[src/date_ofs_pkg.sv]
// ----------------------------------------------------------------------------
// date_ofs_pkg: shared types and tables for the date offset block
// state and status codes, 400/100/4/1-year cycle lengths, month lengths
// ----------------------------------------------------------------------------
package date_ofs_pkg;

  localparam int YearW   = 14;
  localparam int MonthW  = 4;
  localparam int DayW    = 5;
  localparam int OffsetW = 21;
  localparam int StatusW = 2;
  localparam int RemW    = 22;  // remainder / serial day number
  localparam int AccW    = 24;  // accumulator, signed once the offset is in
  localparam int QuoW    = 5;   // widest quotient of one cycle level
  localparam int ShiftW  = 3;

  localparam logic [YearW-1:0]  YearMax    = YearW'(9999);
  localparam logic [MonthW-1:0] MonthMax   = MonthW'(12);
  localparam logic [RemW-1:0]   LastSerial = RemW'(3652058);

  typedef enum logic [2:0] {
    StIdle,
    StFwd,   // year count -> serial day of 1 january
    StFmon,  // add lengths of the months before the start month
    StOff,   // add the signed offset, range check
    StBwd,   // serial day -> year and day of year
    StBmon,  // peel off months
    StDone
  } state_e;

  typedef enum logic [StatusW-1:0] {
    StatusOk      = 2'd0,
    StatusBadDate = 2'd1,
    StatusRange   = 2'd2
  } status_e;

  // years in one cycle level
  function automatic logic [RemW-1:0] year_unit(input logic [1:0] lvl);
    logic [RemW-1:0] u;
    unique case (lvl)
      2'd0: u = RemW'(400);
      2'd1: u = RemW'(100);
      2'd2: u = RemW'(4);
      2'd3: u = RemW'(1);
    endcase
    return u;
  endfunction

  // days in one cycle level
  function automatic logic [RemW-1:0] day_unit(input logic [1:0] lvl);
    logic [RemW-1:0] u;
    unique case (lvl)
      2'd0: u = RemW'(146097);
      2'd1: u = RemW'(36524);
      2'd2: u = RemW'(1461);
      2'd3: u = RemW'(365);
    endcase
    return u;
  endfunction

  // top quotient bit of a level: 5 bits for 400 and 4, 2 bits for 100 and 1
  function automatic logic [ShiftW-1:0] first_shift(input logic [1:0] lvl);
    return lvl[0] ? ShiftW'(1) : ShiftW'(4);
  endfunction

  function automatic logic [DayW-1:0] month_len(input logic [MonthW-1:0] mon,
                                                input logic leap);
    logic [DayW-1:0] len;
    unique case (mon) inside
      4'd2:                   len = leap ? DayW'(29) : DayW'(28);
      4'd4, 4'd6, 4'd9, 4'd11: len = DayW'(30);
      default:                len = DayW'(31);
    endcase
    return len;
  endfunction

endpackage

[src/date_offset_by_days.sv]
// ----------------------------------------------------------------------------
// date_offset_by_days: gregorian date moved by a signed number of days
// iterative compare-subtract unit walks 400/100/4/1-year cycles and months
// ----------------------------------------------------------------------------
//
//  channel | handshake               | payload
//  --------+-------------------------+---------------------------------------
//  in      | in_valid_i / in_ready_o | start_year_i, start_month_i,
//          |                         | start_day_i, day_offset_i
//  out     | out_valid_o/out_ready_i | result_year_o, result_month_o,
//          |                         | result_day_o, status_o
//
//  one item at a time; a valid date passes from acceptance to out_valid_o
//  through the single compare-subtract unit, doing 14 quotient bits each
//  way plus one month a cycle; a malformed year or month goes from idle
//  straight to the result, a bad day is caught at the start month after
//  the forward pass; in_ready_o is high only while the sequencer is idle
//  a result waiting on out_ready_i holds in the output register while the
//  next item is already accepted and worked on
//  reset is asynchronous, active low, and clears the sequencer and out valid
//
module date_offset_by_days
  import date_ofs_pkg::*;
(
  input  logic                      clk_i,
  input  logic                      rst_ni,
  input  logic                      in_valid_i,
  output logic                      in_ready_o,
  input  logic [YearW-1:0]          start_year_i,
  input  logic [MonthW-1:0]         start_month_i,
  input  logic [DayW-1:0]           start_day_i,
  input  logic signed [OffsetW-1:0] day_offset_i,
  output logic                      out_valid_o,
  input  logic                      out_ready_i,
  output logic [YearW-1:0]          result_year_o,
  output logic [MonthW-1:0]         result_month_o,
  output logic [DayW-1:0]           result_day_o,
  output logic [StatusW-1:0]        status_o
);

  // sequencer
  state_e              state_q, state_d;
  logic [1:0]          lvl_q, lvl_d;      // cycle level: 400, 100, 4, 1 years
  logic [ShiftW-1:0]   shift_q, shift_d;  // quotient bit being tried
  logic [MonthW-1:0]   mon_q, mon_d;
  logic                out_valid_q, out_valid_d;

  // working registers
  logic [MonthW-1:0]         month_q, month_d;
  logic [DayW-1:0]           day_q, day_d;
  logic signed [OffsetW-1:0] offset_q, offset_d;
  logic [RemW-1:0]           a_q, a_d;    // remainder being divided
  logic [AccW-1:0]           b_q, b_d;    // accumulator of the other unit
  logic [QuoW-1:0]           quo_q, quo_d;
  logic                      hund3_q, hund3_d;  // 100-year quotient is 3
  logic                      c24_q, c24_d;      // 4-year quotient is 24
  logic                      leap_q, leap_d;
  status_e                   res_status_q, res_status_d;

  // output register
  logic [YearW-1:0]  res_year_q, res_year_d;
  logic [MonthW-1:0] res_month_q, res_month_d;
  logic [DayW-1:0]   res_day_q, res_day_d;
  status_e           out_status_q, out_status_d;

  // shared unit
  logic [RemW-1:0]  unit_year, unit_day, div_op;
  logic [AccW-1:0]  add_op, b_sum;
  logic [RemW-1:0]  a_diff;
  logic             a_ge;
  logic [DayW-1:0]  mlen;
  logic [QuoW-1:0]  quo_next;

  // decoded conditions
  logic bad_ym, step_last, last_mon, bad_day, out_of_range, more_months, out_free;

  // --------------------------------------------------------------------------
  // shared compare-subtract on the remainder and add on the accumulator
  // --------------------------------------------------------------------------
  // forward: remainder counts years, accumulator collects days
  // backward: remainder counts days, accumulator collects years
  assign unit_year = year_unit(lvl_q) << shift_q;
  assign unit_day  = day_unit(lvl_q) << shift_q;
  assign mlen      = month_len(mon_q, leap_q);
  assign last_mon  = (mon_q == month_q);

  always_comb begin
    case (state_q)
      StFwd:   div_op = unit_year;
      StBwd:   div_op = unit_day;
      StBmon:  div_op = RemW'(mlen);
      default: div_op = '0;
    endcase
  end

  always_comb begin
    case (state_q)
      StFwd:   add_op = AccW'(unit_day);
      StBwd:   add_op = AccW'(unit_year);
      // at the start month, add the day of month less one
      StFmon:  add_op = last_mon ? AccW'(day_q - DayW'(1)) : AccW'(mlen);
      StOff:   add_op = {{(AccW-OffsetW){offset_q[OffsetW-1]}}, offset_q};
      default: add_op = '0;
    endcase
  end

  assign a_ge     = (a_q >= div_op);
  assign a_diff   = a_q - div_op;
  assign b_sum    = b_q + add_op;
  assign quo_next = {quo_q[QuoW-2:0], a_ge};

  // --------------------------------------------------------------------------
  // decoded conditions
  // --------------------------------------------------------------------------
  assign bad_ym = (start_year_i == '0) || (start_year_i > YearMax) ||
                  (start_month_i == '0) || (start_month_i > MonthMax);
  assign step_last    = (lvl_q == 2'd3) && (shift_q == '0);
  assign bad_day      = (day_q == '0) || (day_q > mlen);
  // serial day number must land in 0 .. 9999-12-31
  assign out_of_range = b_sum[AccW-1] || b_sum[AccW-2] || (b_sum[RemW-1:0] > LastSerial);
  assign more_months  = a_ge && (mon_q < MonthMax);
  assign out_free     = !out_valid_q || out_ready_i;

  // --------------------------------------------------------------------------
  // next state
  // --------------------------------------------------------------------------
  always_comb begin
    state_d = state_q;
    unique case (state_q)
      StIdle: begin
        if (in_valid_i) begin
          state_d = bad_ym ? StDone : StFwd;
        end
      end
      StFwd: begin
        if (step_last) begin
          state_d = StFmon;
        end
      end
      StFmon: begin
        if (last_mon) begin
          state_d = bad_day ? StDone : StOff;
        end
      end
      StOff: begin
        state_d = out_of_range ? StDone : StBwd;
      end
      StBwd: begin
        if (step_last) begin
          state_d = StBmon;
        end
      end
      StBmon: begin
        if (!more_months) begin
          state_d = StDone;
        end
      end
      StDone: begin
        if (out_free) begin
          state_d = StIdle;
        end
      end
      default: state_d = StIdle;
    endcase
  end

  // --------------------------------------------------------------------------
  // datapath and outputs
  // --------------------------------------------------------------------------
  always_comb begin
    lvl_d        = lvl_q;
    shift_d      = shift_q;
    mon_d        = mon_q;
    month_d      = month_q;
    day_d        = day_q;
    offset_d     = offset_q;
    a_d          = a_q;
    b_d          = b_q;
    quo_d        = quo_q;
    hund3_d      = hund3_q;
    c24_d        = c24_q;
    leap_d       = leap_q;
    res_status_d = res_status_q;
    res_year_d   = res_year_q;
    res_month_d  = res_month_q;
    res_day_d    = res_day_q;
    out_status_d = out_status_q;
    out_valid_d  = out_valid_q && !out_ready_i;

    unique case (state_q)
      StIdle: begin
        if (in_valid_i) begin
          month_d      = start_month_i;
          day_d        = start_day_i;
          offset_d     = day_offset_i;
          a_d          = RemW'(start_year_i - YearW'(1));  // completed years
          b_d          = '0;
          lvl_d        = 2'd0;
          shift_d      = first_shift(2'd0);
          quo_d        = '0;
          res_status_d = bad_ym ? StatusBadDate : StatusOk;
        end
      end
      StFwd, StBwd: begin
        // one restoring division bit of the current level
        quo_d = quo_next;
        if (a_ge) begin
          a_d = a_diff;
          b_d = b_sum;
        end
        if (shift_q == '0) begin
          case (lvl_q)
            2'd1:    hund3_d = (quo_next[1:0] == 2'b11);
            2'd2:    c24_d   = (quo_next == QuoW'(24));
            // year index 3 of a 4-year run is leap unless a century not of 400
            2'd3:    leap_d  = (quo_next[1:0] == 2'b11) && (!c24_q || hund3_q);
            default: ;
          endcase
          if (lvl_q == 2'd3) begin
            mon_d = MonthW'(1);
          end else begin
            lvl_d   = lvl_q + 2'd1;
            shift_d = first_shift(lvl_q + 2'd1);
            quo_d   = '0;
          end
        end else begin
          shift_d = shift_q - ShiftW'(1);
        end
      end
      StFmon: begin
        b_d = b_sum;
        if (last_mon) begin
          if (bad_day) begin
            res_status_d = StatusBadDate;
          end
        end else begin
          mon_d = mon_q + MonthW'(1);
        end
      end
      StOff: begin
        a_d     = b_sum[RemW-1:0];
        b_d     = AccW'(1);  // years start at 1
        lvl_d   = 2'd0;
        shift_d = first_shift(2'd0);
        quo_d   = '0;
        if (out_of_range) begin
          res_status_d = StatusRange;
        end
      end
      StBmon: begin
        if (more_months) begin
          a_d   = a_diff;
          mon_d = mon_q + MonthW'(1);
        end
      end
      StDone: begin
        if (out_free) begin
          out_valid_d  = 1'b1;
          out_status_d = res_status_q;
          if (res_status_q == StatusOk) begin
            res_year_d  = b_q[YearW-1:0];
            res_month_d = mon_q;
            res_day_d   = a_q[DayW-1:0] + DayW'(1);
          end else begin
            res_year_d  = '0;
            res_month_d = '0;
            res_day_d   = '0;
          end
        end
      end
      default: ;
    endcase
  end

  assign in_ready_o     = (state_q == StIdle);
  assign out_valid_o    = out_valid_q;
  assign result_year_o  = res_year_q;
  assign result_month_o = res_month_q;
  assign result_day_o   = res_day_q;
  assign status_o       = out_status_q;

  // --------------------------------------------------------------------------
  // registers
  // --------------------------------------------------------------------------
  always_ff @(posedge clk_i or negedge rst_ni) begin
    if (!rst_ni) begin
      state_q     <= StIdle;
      lvl_q       <= '0;
      shift_q     <= '0;
      mon_q       <= '0;
      out_valid_q <= 1'b0;
    end else begin
      state_q     <= state_d;
      lvl_q       <= lvl_d;
      shift_q     <= shift_d;
      mon_q       <= mon_d;
      out_valid_q <= out_valid_d;
    end
  end

  always_ff @(posedge clk_i) begin
    month_q      <= month_d;
    day_q        <= day_d;
    offset_q     <= offset_d;
    a_q          <= a_d;
    b_q          <= b_d;
    quo_q        <= quo_d;
    hund3_q      <= hund3_d;
    c24_q        <= c24_d;
    leap_q       <= leap_d;
    res_status_q <= res_status_d;
    res_year_q   <= res_year_d;
    res_month_q  <= res_month_d;
    res_day_q    <= res_day_d;
    out_status_q <= out_status_d;
  end

  // --------------------------------------------------------------------------
  // assertions
  // --------------------------------------------------------------------------
  // an accepted item always starts the sequencer
  a_accept_starts: assert property (@(posedge clk_i) disable iff (!rst_ni)
    in_valid_i && in_ready_o |=> state_q != StIdle)
    else $error("accepted item did not leave idle");

  // the day-of-year remainder fits in one year before the month walk
  a_bmon_rem: assert property (@(posedge clk_i) disable iff (!rst_ni)
    state_q == StBmon |-> a_q <= RemW'(365))
    else $error("day-of-year remainder too large");

  // a good result is a well-formed date
  a_ok_date: assert property (@(posedge clk_i) disable iff (!rst_ni)
    out_valid_o && status_o == StatusOk |->
      result_year_o != '0 && result_year_o <= YearMax &&
      result_month_o != '0 && result_month_o <= MonthMax && result_day_o != '0)
    else $error("ok result is not a valid date");

  // a flagged result carries zero fields
  a_err_zero: assert property (@(posedge clk_i) disable iff (!rst_ni)
    out_valid_o && status_o != StatusOk |->
      result_year_o == '0 && result_month_o == '0 && result_day_o == '0)
    else $error("flagged result has non-zero fields");

endmodule
[config.mk]
export PLATFORM = sky130hd
export DESIGN_NAME = date_offset_by_days
export DESIGN_NICKNAME = d
export VERILOG_FILES = /design/src/date_ofs_pkg.sv /design/src/date_offset_by_days.sv
export SDC_FILE = /design/constraint.sdc
export NUM_CORES = 1
export LEC_CHECK = 0
export BUFFER_PORTS_ARGS = -buffer_cell sky130_fd_sc_hd__buf_2
export CAP_MARGIN = 5
export CORE_MARGIN = 3
export CORE_UTILIZATION = 35
export CTS_BUF_LIST = sky130_fd_sc_hd__clkbuf_8
export DETAILED_ROUTE_END_ITERATION = 8
export MAX_ROUTING_LAYER = met4
export PLACE_DENSITY_LB_ADDON = 0.1
export SYNTH_ARGS = -nofsm -noshare
export SYNTH_HDL_FRONTEND = slang
export SYNTH_SLANG_ARGS = --single-unit
[constraint.sdc]
create_clock -name clk_i -period 7 [get_ports clk_i]
set_input_delay 0.35 -clock clk_i [delete_from_list [all_inputs] [get_ports clk_i]]
set_output_delay 0.35 -clock clk_i [all_outputs]
set_load 0.005 [all_outputs]
After elaboration in Yosys (flattened, before gate mapping)
Cells that the tools add are included.
{"block": "totals", "regBits": 123, "inputBits": 48, "output_inout_bits": 27, "word_cells": 159}
{"block": "op_classes", "addsub": 8, "magnitude_cmp": 6, "n_eq_ne": 32, "shift": 2, "n_mux": 50, "reduce_logical": 42}
{"operator": "22-bit case mux with 4 select lines", "count": 3}
{"operator": "24-bit case mux with 4 select lines", "count": 2}
{"operator": "24-bit 2-to-1 mux", "count": 3}
{"operator": "22-bit 2-to-1 mux", "count": 3}
{"operator": "22-bit case mux with 3 select lines", "count": 1}
{"operator": "22-bit by 3-bit << shifter with 22-bit output", "count": 2}
{"operator": "3-bit 2-to-1 mux", "count": 12}
{"operator": "4-bit 2-to-1 mux", "count": 7}
{"operator": "2-bit inequality test (second input constant)", "count": 14}
{"operator": "24-bit adder", "count": 1}
{"operator": "4-bit case mux with 3 select lines", "count": 2}
{"operator": "22-bit greater-or-equal comparator", "count": 1}
{"operator": "22-bit > comparator (second input constant)", "count": 1}
{"operator": "22-bit subtractor", "count": 1}
{"operator": "3-bit case mux with 7 select lines", "count": 1}
{"operator": "2-bit 2-to-1 mux", "count": 8}
{"operator": "3-bit AND reduction", "count": 5}
{"operator": "14-bit by 1-bit subtractor with 15-bit output (second input constant)", "count": 1}
{"operator": "14-bit > comparator (second input constant)", "count": 1}
{"operator": "14-bit logical NOT", "count": 1}
{"operator": "2-bit case mux with 3 select lines", "count": 2}
{"operator": "5-bit AND reduction", "count": 2}
{"operator": "3-bit equality test (second input constant)", "count": 3}
{"operator": "3-bit case mux with 3 select lines", "count": 1}
{"operator": "34 further kinds", "count": 62}

Depth between registers and ports, before layout
{"block": "depth", "word_depth": 10, "depth_mapped": 22, "mapped_depth_nobuf": 21}

Worst setup path after synthesis
No wires, ideal clock.
{"block": "synth_path", "path_type": "register -> register", "from": "register lvl_q[0]", "to": "register a_q[0] (enable)", "setup_ps": 432, "t_arrival_ps": 5133, "slack_ps": 1435, "stages_incl_launch_ff": 22, "path_cell_list": "dfrtp_1 > inv_1 > ha_1 > clkbuf_1 > buf_1 > nand2_1 > o21ai_0 > nand2_1 > o21ai_0 > a22oi_1 > ha_1 > clkbuf_1 > nand3_1 > nor2_1 > nand3_1 > nor4_1 > a211oi_1 > and3_1 > a21oi_1 > clkbuf_1 > nor2_1 > o21ai_0"}
{"block": "synth_via", "elab_chain_cells": 8, "elab_cells_between_ends": 14, "classes_between": "1 x order compare; 5 x eq/ne; 2 x shift; 3 x mux; 3 x reduce/logical"}
{"element": "start: declaration", "line": "date_offset_by_days.sv:43", "text": "logic [1:0] lvl_q, lvl_d;"}
{"element": "start signal: assignment", "line": "date_offset_by_days.sv:294", "text": "lvl_q <= lvl_d;"}
{"element": "2-bit equality test (tied with other cells)", "line": "date_ofs_pkg.sv:40, date_ofs_pkg.sv:52"}
{"element": "22-bit case mux with 4 select lines, on equally long branches", "line": "date_ofs_pkg.sv:52, date_ofs_pkg.sv:40"}
{"element": "22-bit by 3-bit << shifter with 22-bit output, on equally long branches", "line": "date_offset_by_days.sv:83, date_offset_by_days.sv:82"}
{"element": "22-bit case mux with 3 select lines *", "line": "date_offset_by_days.sv:88", "text": "case (state_q)"}
{"element": "22-bit greater-or-equal comparator *", "line": "date_offset_by_days.sv:107", "text": "assign a_ge = (a_q >= div_op);"}
{"element": "1-bit logical AND", "line": "date_offset_by_days.sv:121", "text": "assign more_months = a_ge && (mon_q < MonthMax);"}
{"element": "2-bit inequality test (no source line)"}
{"element": "4-bit AND reduction (no source line) *"}
{"element": "end: declaration", "line": "date_offset_by_days.sv:52", "text": "logic [RemW-1:0] a_q, a_d;"}
Mark *: on every way between the ends. The rest lies on a longest branch, timed or not. The select of a mux whose other input is x is not followed.
A chain may end at the register's enable or synchronous reset.

Final worst setup path
{"block": "layout_path", "from": "register lvl_q[0]", "to": "register res_status_q[1] (enable)"}
{"block": "layout_via", "elab_chain_cells": 9, "elab_cells_between_ends": 15, "classes_between": "1 x add/sub; 1 x order compare; 4 x eq/ne; 2 x shift; 3 x mux; 4 x reduce/logical"}
{"element": "2-bit equality test (tied with other cells)", "line": "date_ofs_pkg.sv:40, date_ofs_pkg.sv:52"}
{"element": "22-bit case mux with 4 select lines, on equally long branches", "line": "date_ofs_pkg.sv:40, date_ofs_pkg.sv:52"}
{"element": "22-bit by 3-bit << shifter with 22-bit output, on equally long branches", "line": "date_offset_by_days.sv:82, date_offset_by_days.sv:83"}
{"element": "24-bit case mux with 4 select lines *", "line": "date_offset_by_days.sv:97", "text": "case (state_q)"}
{"element": "24-bit adder *", "line": "date_offset_by_days.sv:109", "text": "assign b_sum = b_q + add_op;"}
{"element": "22-bit > comparator or 1-bit logical OR (tied branches)", "line": "date_offset_by_days.sv:120", "text": "assign out_of_range = b_sum[AccW-1] || b_sum[AccW-2] || (b_sum[RemW-1:0] > LastSerial);"}
{"element": "1-bit logical OR *", "line": "date_offset_by_days.sv:120"}
{"element": "2-bit inequality test (no source line) *"}
{"element": "5-bit AND reduction (no source line) *"}
{"element": "end signal: assignment", "line": "date_offset_by_days.sv:311", "text": "res_status_q <= res_status_d;"}
{"element": "end: declaration", "line": "date_offset_by_days.sv:58", "text": "status_e res_status_q, res_status_d;"}
Marks and branches as above.

==> impl_results.html <==
<table>
<tr><th>Metric</th><th>Value</th></tr>
<tr><th colspan="2">Status</th></tr>
<tr><td>Outcome</td><td>complete, no violations</td></tr>
<tr><th colspan="2">STA</th></tr>
<tr><td>Final min period</td><td>approximately 5.8 ns</td></tr>
<tr><td>Slew at the pin with the worst max-slew slack</td><td>between 1 and 1.5 ns</td></tr>
<tr><td>Final cycle utilization of the critical path</td><td>82.3%</td></tr>
<tr><td>Final setup fails</td><td>0</td></tr>
<tr><td>Final-layout setup total negative slack</td><td>0 ns</td></tr>
<tr><td>Max-slew headroom</td><td>around a quarter</td></tr>
<tr><td>Final hold viol count</td><td>0</td></tr>
<tr><td>Total count of max-transition violations in the final report</td><td>0</td></tr>
<tr><td>Setup repair after global routing missed its margin</td><td>no</td></tr>
<tr><td>Maximum clock rate</td><td>roughly 0.17 GHz</td></tr>
<tr><td>Fin Clk Skew</td><td>roughly 0.015 ns</td></tr>
<tr><th colspan="2">Worst setup path</th></tr>
<tr><td>Reg2reg path depth</td><td>21</td></tr>
<tr><td>Register-to-register setup slack</td><td>1.24 ns</td></tr>
<tr><td>Worst Path Required</td><td>7.17 ns</td></tr>
<tr><td>Element type at the critical path start</td><td>flip-flop</td></tr>
<tr><td>Data arrival time of the critical path</td><td>between 5 and 6 ns</td></tr>
<tr><td>Maximum fanout count along the critical path</td><td>19</td></tr>
<tr><td>RR Endpoint</td><td>res_status_q[1]$_DFFE_PP_</td></tr>
<tr><td>Type of element capturing the critical path</td><td>flip-flop</td></tr>
<tr><td>Category of the critical setup timing path</td><td>reg -&gt; reg</td></tr>
<tr><td>Crit Reg-Reg Startpoint</td><td>lvl_q[0]$_DFFE_PN0P_</td></tr>
<tr><th colspan="2">Global routing</th></tr>
<tr><td>Pin count of the biggest net entering global routing</td><td>47</td></tr>
<tr><td>Number of antenna violations at the first check in global routing</td><td>1</td></tr>
<tr><td>Global route overflow</td><td>0</td></tr>
<tr><td>Global-route wire length before repair</td><td>47.1 mm</td></tr>
<tr><td>Total track usage</td><td>between 20% and 30%</td></tr>
<tr><td>Number of global-route vias before repair</td><td>7899</td></tr>
<tr><th colspan="2">Power</th></tr>
<tr><td>Leakage</td><td>roughly 4.2 nW</td></tr>
<tr><td>Peak supply drop</td><td>195 uV</td></tr>
<tr><td>Power Density</td><td>583 mW/mm^2</td></tr>
<tr><td>Tot Pwr</td><td>6.18 mW</td></tr>
<tr><th colspan="2">Finish</th></tr>
<tr><td>Layout cells sized above 1</td><td>13.9%</td></tr>
<tr><td>Top library cells by usage in the layout, fill and taps aside</td><td>sky130_fd_sc_hd__edfxtp_1 (110), sky130_fd_sc_hd__nand2_1 (108), sky130_fd_sc_hd__nor2_1 (88), sky130_fd_sc_hd__a21oi_1 (88), sky130_fd_sc_hd__buf_2 (74)</td></tr>
<tr><td>Most common cell after layout, fill and taps aside</td><td>sky130_fd_sc_hd__edfxtp_1</td></tr>
<tr><td>Filler Cell Count</td><td>2639</td></tr>
<tr><td>Number of cells in the finished layout apart from fillers</td><td>1455</td></tr>
<tr><td>Number of nets in the layout</td><td>1219</td></tr>
<tr><td>Fin util</td><td>40.4%</td></tr>
<tr><td>Number of antenna diodes</td><td>0</td></tr>
<tr><td>Area growth, synth to finish</td><td>13.1%</td></tr>
<tr><th colspan="2">Clock tree</th></tr>
<tr><td>Post-CTS setup buffer count</td><td>0</td></tr>
<tr><td>TritonCTS Buffers</td><td>17</td></tr>
<tr><td>Clock transition time at the flip-flop clock pins of the worst setup and hold paths</td><td>approximately 0.09 ns</td></tr>
<tr><td>Maximum number of buffers from clock root to sink</td><td>2</td></tr>
<tr><td>TritonCTS clock tree</td><td>yes</td></tr>
<tr><td>Total number of clock tree sinks</td><td>between 100 and 150</td></tr>
<tr><td>Insertion delay to the later sink of the worst-skew pair</td><td>0.47 ns</td></tr>
<tr><td>CTS root buf</td><td>sky130_fd_sc_hd__clkbuf_8</td></tr>
<tr><td>H-Tree Level Count</td><td>4</td></tr>
<tr><th colspan="2">Yosys</th></tr>
<tr><td>Average instance area after synthesis</td><td>about 9.0 um^2</td></tr>
<tr><td>Flip-flop and latch count after synthesis</td><td>around 120</td></tr>
<tr><td>Share of synthesized area occupied by flip-flops and latches</td><td>38.7%</td></tr>
<tr><td>Cell area after technology mapping</td><td>0.00937 mm^2</td></tr>
<tr><td>Gate count after technology mapping</td><td>1042</td></tr>
<tr><td>Main synth FF type</td><td>sky130_fd_sc_hd__edfxtp_1</td></tr>
<tr><td>Warnings from Yosys</td><td>0</td></tr>
<tr><td>Number of different library cells in the post-synthesis netlist</td><td>71</td></tr>
<tr><td>Synth async-reset ratio</td><td>10.6%</td></tr>
<tr><td>Number of enable flip-flop cells after synthesis</td><td>110</td></tr>
<tr><td>Nets in the synthesized netlist</td><td>1154</td></tr>
<tr><th colspan="2">Detailed routing</th></tr>
<tr><td>Wirelength, routed</td><td>roughly 31 mm</td></tr>
<tr><td>Detailed-route DRC error count</td><td>0</td></tr>
<tr><td>Met2 wirelength from detailed routing</td><td>13.0 mm</td></tr>
<tr><td>Vias per cell</td><td>just under 6</td></tr>
<tr><td>Routed met1 length</td><td>about 15 mm</td></tr>
<tr><td>Wire length on met3</td><td>2.18 mm</td></tr>
<tr><td>Number of nets with antenna violations after detailed routing</td><td>0</td></tr>
<tr><td>Via count</td><td>8493</td></tr>
<tr><td>Per-cell routed wire length</td><td>between 20 and 25 um</td></tr>
<tr><td>First-pass iteration count of the detailed router</td><td>7</td></tr>
<tr><td>First DRT Iteration DRCs</td><td>1019</td></tr>
<tr><td>Highest layer used for signal routing</td><td>met4</td></tr>
<tr><th colspan="2">Hold path</th></tr>
<tr><td>Hold Path End</td><td>offset_q[5]$_DFFE_PP_</td></tr>
<tr><td>Path class of the lowest-slack min-delay path</td><td>in -&gt; reg</td></tr>
<tr><td>Cells on Worst Hold Path</td><td>1</td></tr>
<tr><td>Worst Hold Launch</td><td>day_offset_i[5]</td></tr>
<tr><th colspan="2">Floorplan</th></tr>
<tr><td>Die W</td><td>approximately 170 um</td></tr>
<tr><td>FP Rows</td><td>59</td></tr>
<tr><td>Area of the core</td><td>about 0.026 mm^2</td></tr>
<tr><td>Overall die area</td><td>0.0288 mm^2</td></tr>
<tr><td>Die height</td><td>170 um</td></tr>
<tr><td>Starting density of the core</td><td>35.8%</td></tr>
<tr><td>I/O pins</td><td>75</td></tr>
<tr><th colspan="2">Placed design</th></tr>
<tr><td>Hpwl dp</td><td>23.5 mm</td></tr>
<tr><td>Number of cells after detailed placement</td><td>~1.4k</td></tr>
<tr><td>Number of port buffers</td><td>74</td></tr>
<tr><td>Final RePlAce weighted congestion</td><td>0.980</td></tr>
<tr><th colspan="2">Run</th></tr>
<tr><td>Count of max-cap constraint violations</td><td>0</td></tr>
</table>
## through the flow
step | setup slack (ns) | area (um^2) | hold WS (ns)
global placement | 1.45 | 10200 | 0.287
global route | 0.818 | 10600 | 0.0278
finish | 1.24 | 10600 | 0.0470
CTS | 1.31 | 10600 | 0.0196
floorplan | 1.44 | 9370 | 0.0544
detailed placement | 1.33 | 10200 | 0.291
## synth_stat cells, drive strengths merged (14+ instances only)
cell type	count	area share [%]
nor2	89	3.6
nand3	28	1.5
a21oi	89	4.9
inv	37	1.5
xnor2	38	3.6
nand2	108	4.3
o211ai	14	1.2
edfxtp	110	35
nor2b	15	1.0
ha	62	8.3
o221ai	15	1.4
mux2i	16	1.7
xor2	16	1.5
o21ai	75	4.0
clkbuf	52	2.1
nor3	27	1.4
a21o	26	2.1
and2	25	1.7
## worst max-delay path, stage by stage (launching register included)
cell	delay [ns]
sky130_fd_sc_hd__dfrtp_1	0.47
sky130_fd_sc_hd__inv_1	0.13
sky130_fd_sc_hd__ha_1	0.47
sky130_fd_sc_hd__nand2_1	0.27
sky130_fd_sc_hd__o21ai_0	0.12
sky130_fd_sc_hd__a22oi_1	0.19
sky130_fd_sc_hd__nor2_1	0.06
sky130_fd_sc_hd__a31oi_1	0.22
sky130_fd_sc_hd__nor2_1	0.06
sky130_fd_sc_hd__a211oi_1	0.20
sky130_fd_sc_hd__o21ai_0	0.16
sky130_fd_sc_hd__ha_1	0.40
sky130_fd_sc_hd__nand2_1	0.09
sky130_fd_sc_hd__a21boi_2	0.30
sky130_fd_sc_hd__nand4_1	0.19
sky130_fd_sc_hd__a2111oi_0	1.01
sky130_fd_sc_hd__o21ai_0	0.28
sky130_fd_sc_hd__nand2b_1	0.13
sky130_fd_sc_hd__a21o_1	0.13
sky130_fd_sc_hd__xnor2_1	0.08
sky130_fd_sc_hd__and3_4	0.19
sky130_fd_sc_hd__a211oi_2	0.29
## where the power goes
| part | switching [mW] | leakage (nW) | total [mW] | internal, mW |
|---|---|---|---|---|
| Clock | 0.368 | 0.203 | 0.698 | 0.330 |
| Combinational | 2.64 | 2.73 | 4.10 | 1.46 |
| Sequential | 0.161 | 1.22 | 1.39 | 1.23 |
| Total | 3.17 | 4.16 | 6.18 | 3.02 |
## repair_timing
item / CTS / global route
hold endpoints to repair: 13 / 0
gates resized for setup: 0 / 0
hold buffers: 1 / 0
## logic make-up after synthesis
family                   synth area share, %
AND/OR/NAND/NOR                         17.6
AO/OA/AOI/OAI                           24.1
flip-flops                              38.7
buffers and inverters                   3.94
adder cells (fa/ha/maj)                 8.71
XOR/XNOR                                5.05
multiplexers                            1.95
## routing by layer
metal  vias to the layer above  global-route usage (%)
li1                       4036                       -
met1                      4085                    32.7
met2                       319                    30.6
met3                        53                    3.75
met4                         0                    6.44
met5                         -                       -
## how the worst max path moves through the flow
stage	end	cells past startpoint	start
CTS	res_status_q[1]$_DFFE_PP_	15	state_q[1]$_DFFE_PN0P_
global placement	res_status_q[0]$_DFFE_PP_	15	state_q[1]$_DFFE_PN0P_
global route	res_status_q[1]$_DFFE_PP_	15	state_q[1]$_DFFE_PN0P_
finish	res_status_q[1]$_DFFE_PP_	21	lvl_q[0]$_DFFE_PN0P_
floorplan	a_q[0]$_DFFE_PP_	21	lvl_q[0]$_DFFE_PN0P_
detailed placement	res_status_q[1]$_DFFE_PP_	15	state_q[1]$_DFFE_PN0P_
## registers in the layout, indices dropped and copies added (netlist names), 3 cells and up
register,cells
result_month_o,4
a_q,22
state_q,3
quo_q,4
b_q,24
result_day_o,5
offset_q,21
result_year_o,14
month_q,4
shift_q,3
day_q,5
mon_q,4
## final cells by class
type / instances / area, um^2 / share of cell area (%)
clock inverters: 15 / 176 / 1.66
flip-flops and latches: 123 / 3630 / 34.2
repair buffers: 104 / 598 / 5.64
clock buffers: 17 / 234 / 2.21
inverters: 40 / 150 / 1.42
well taps: 335 / 419 / 3.95
multi-input cells: 821 / 5390 / 50.9
No activity file was read; power rests on OpenSTA's default activity.
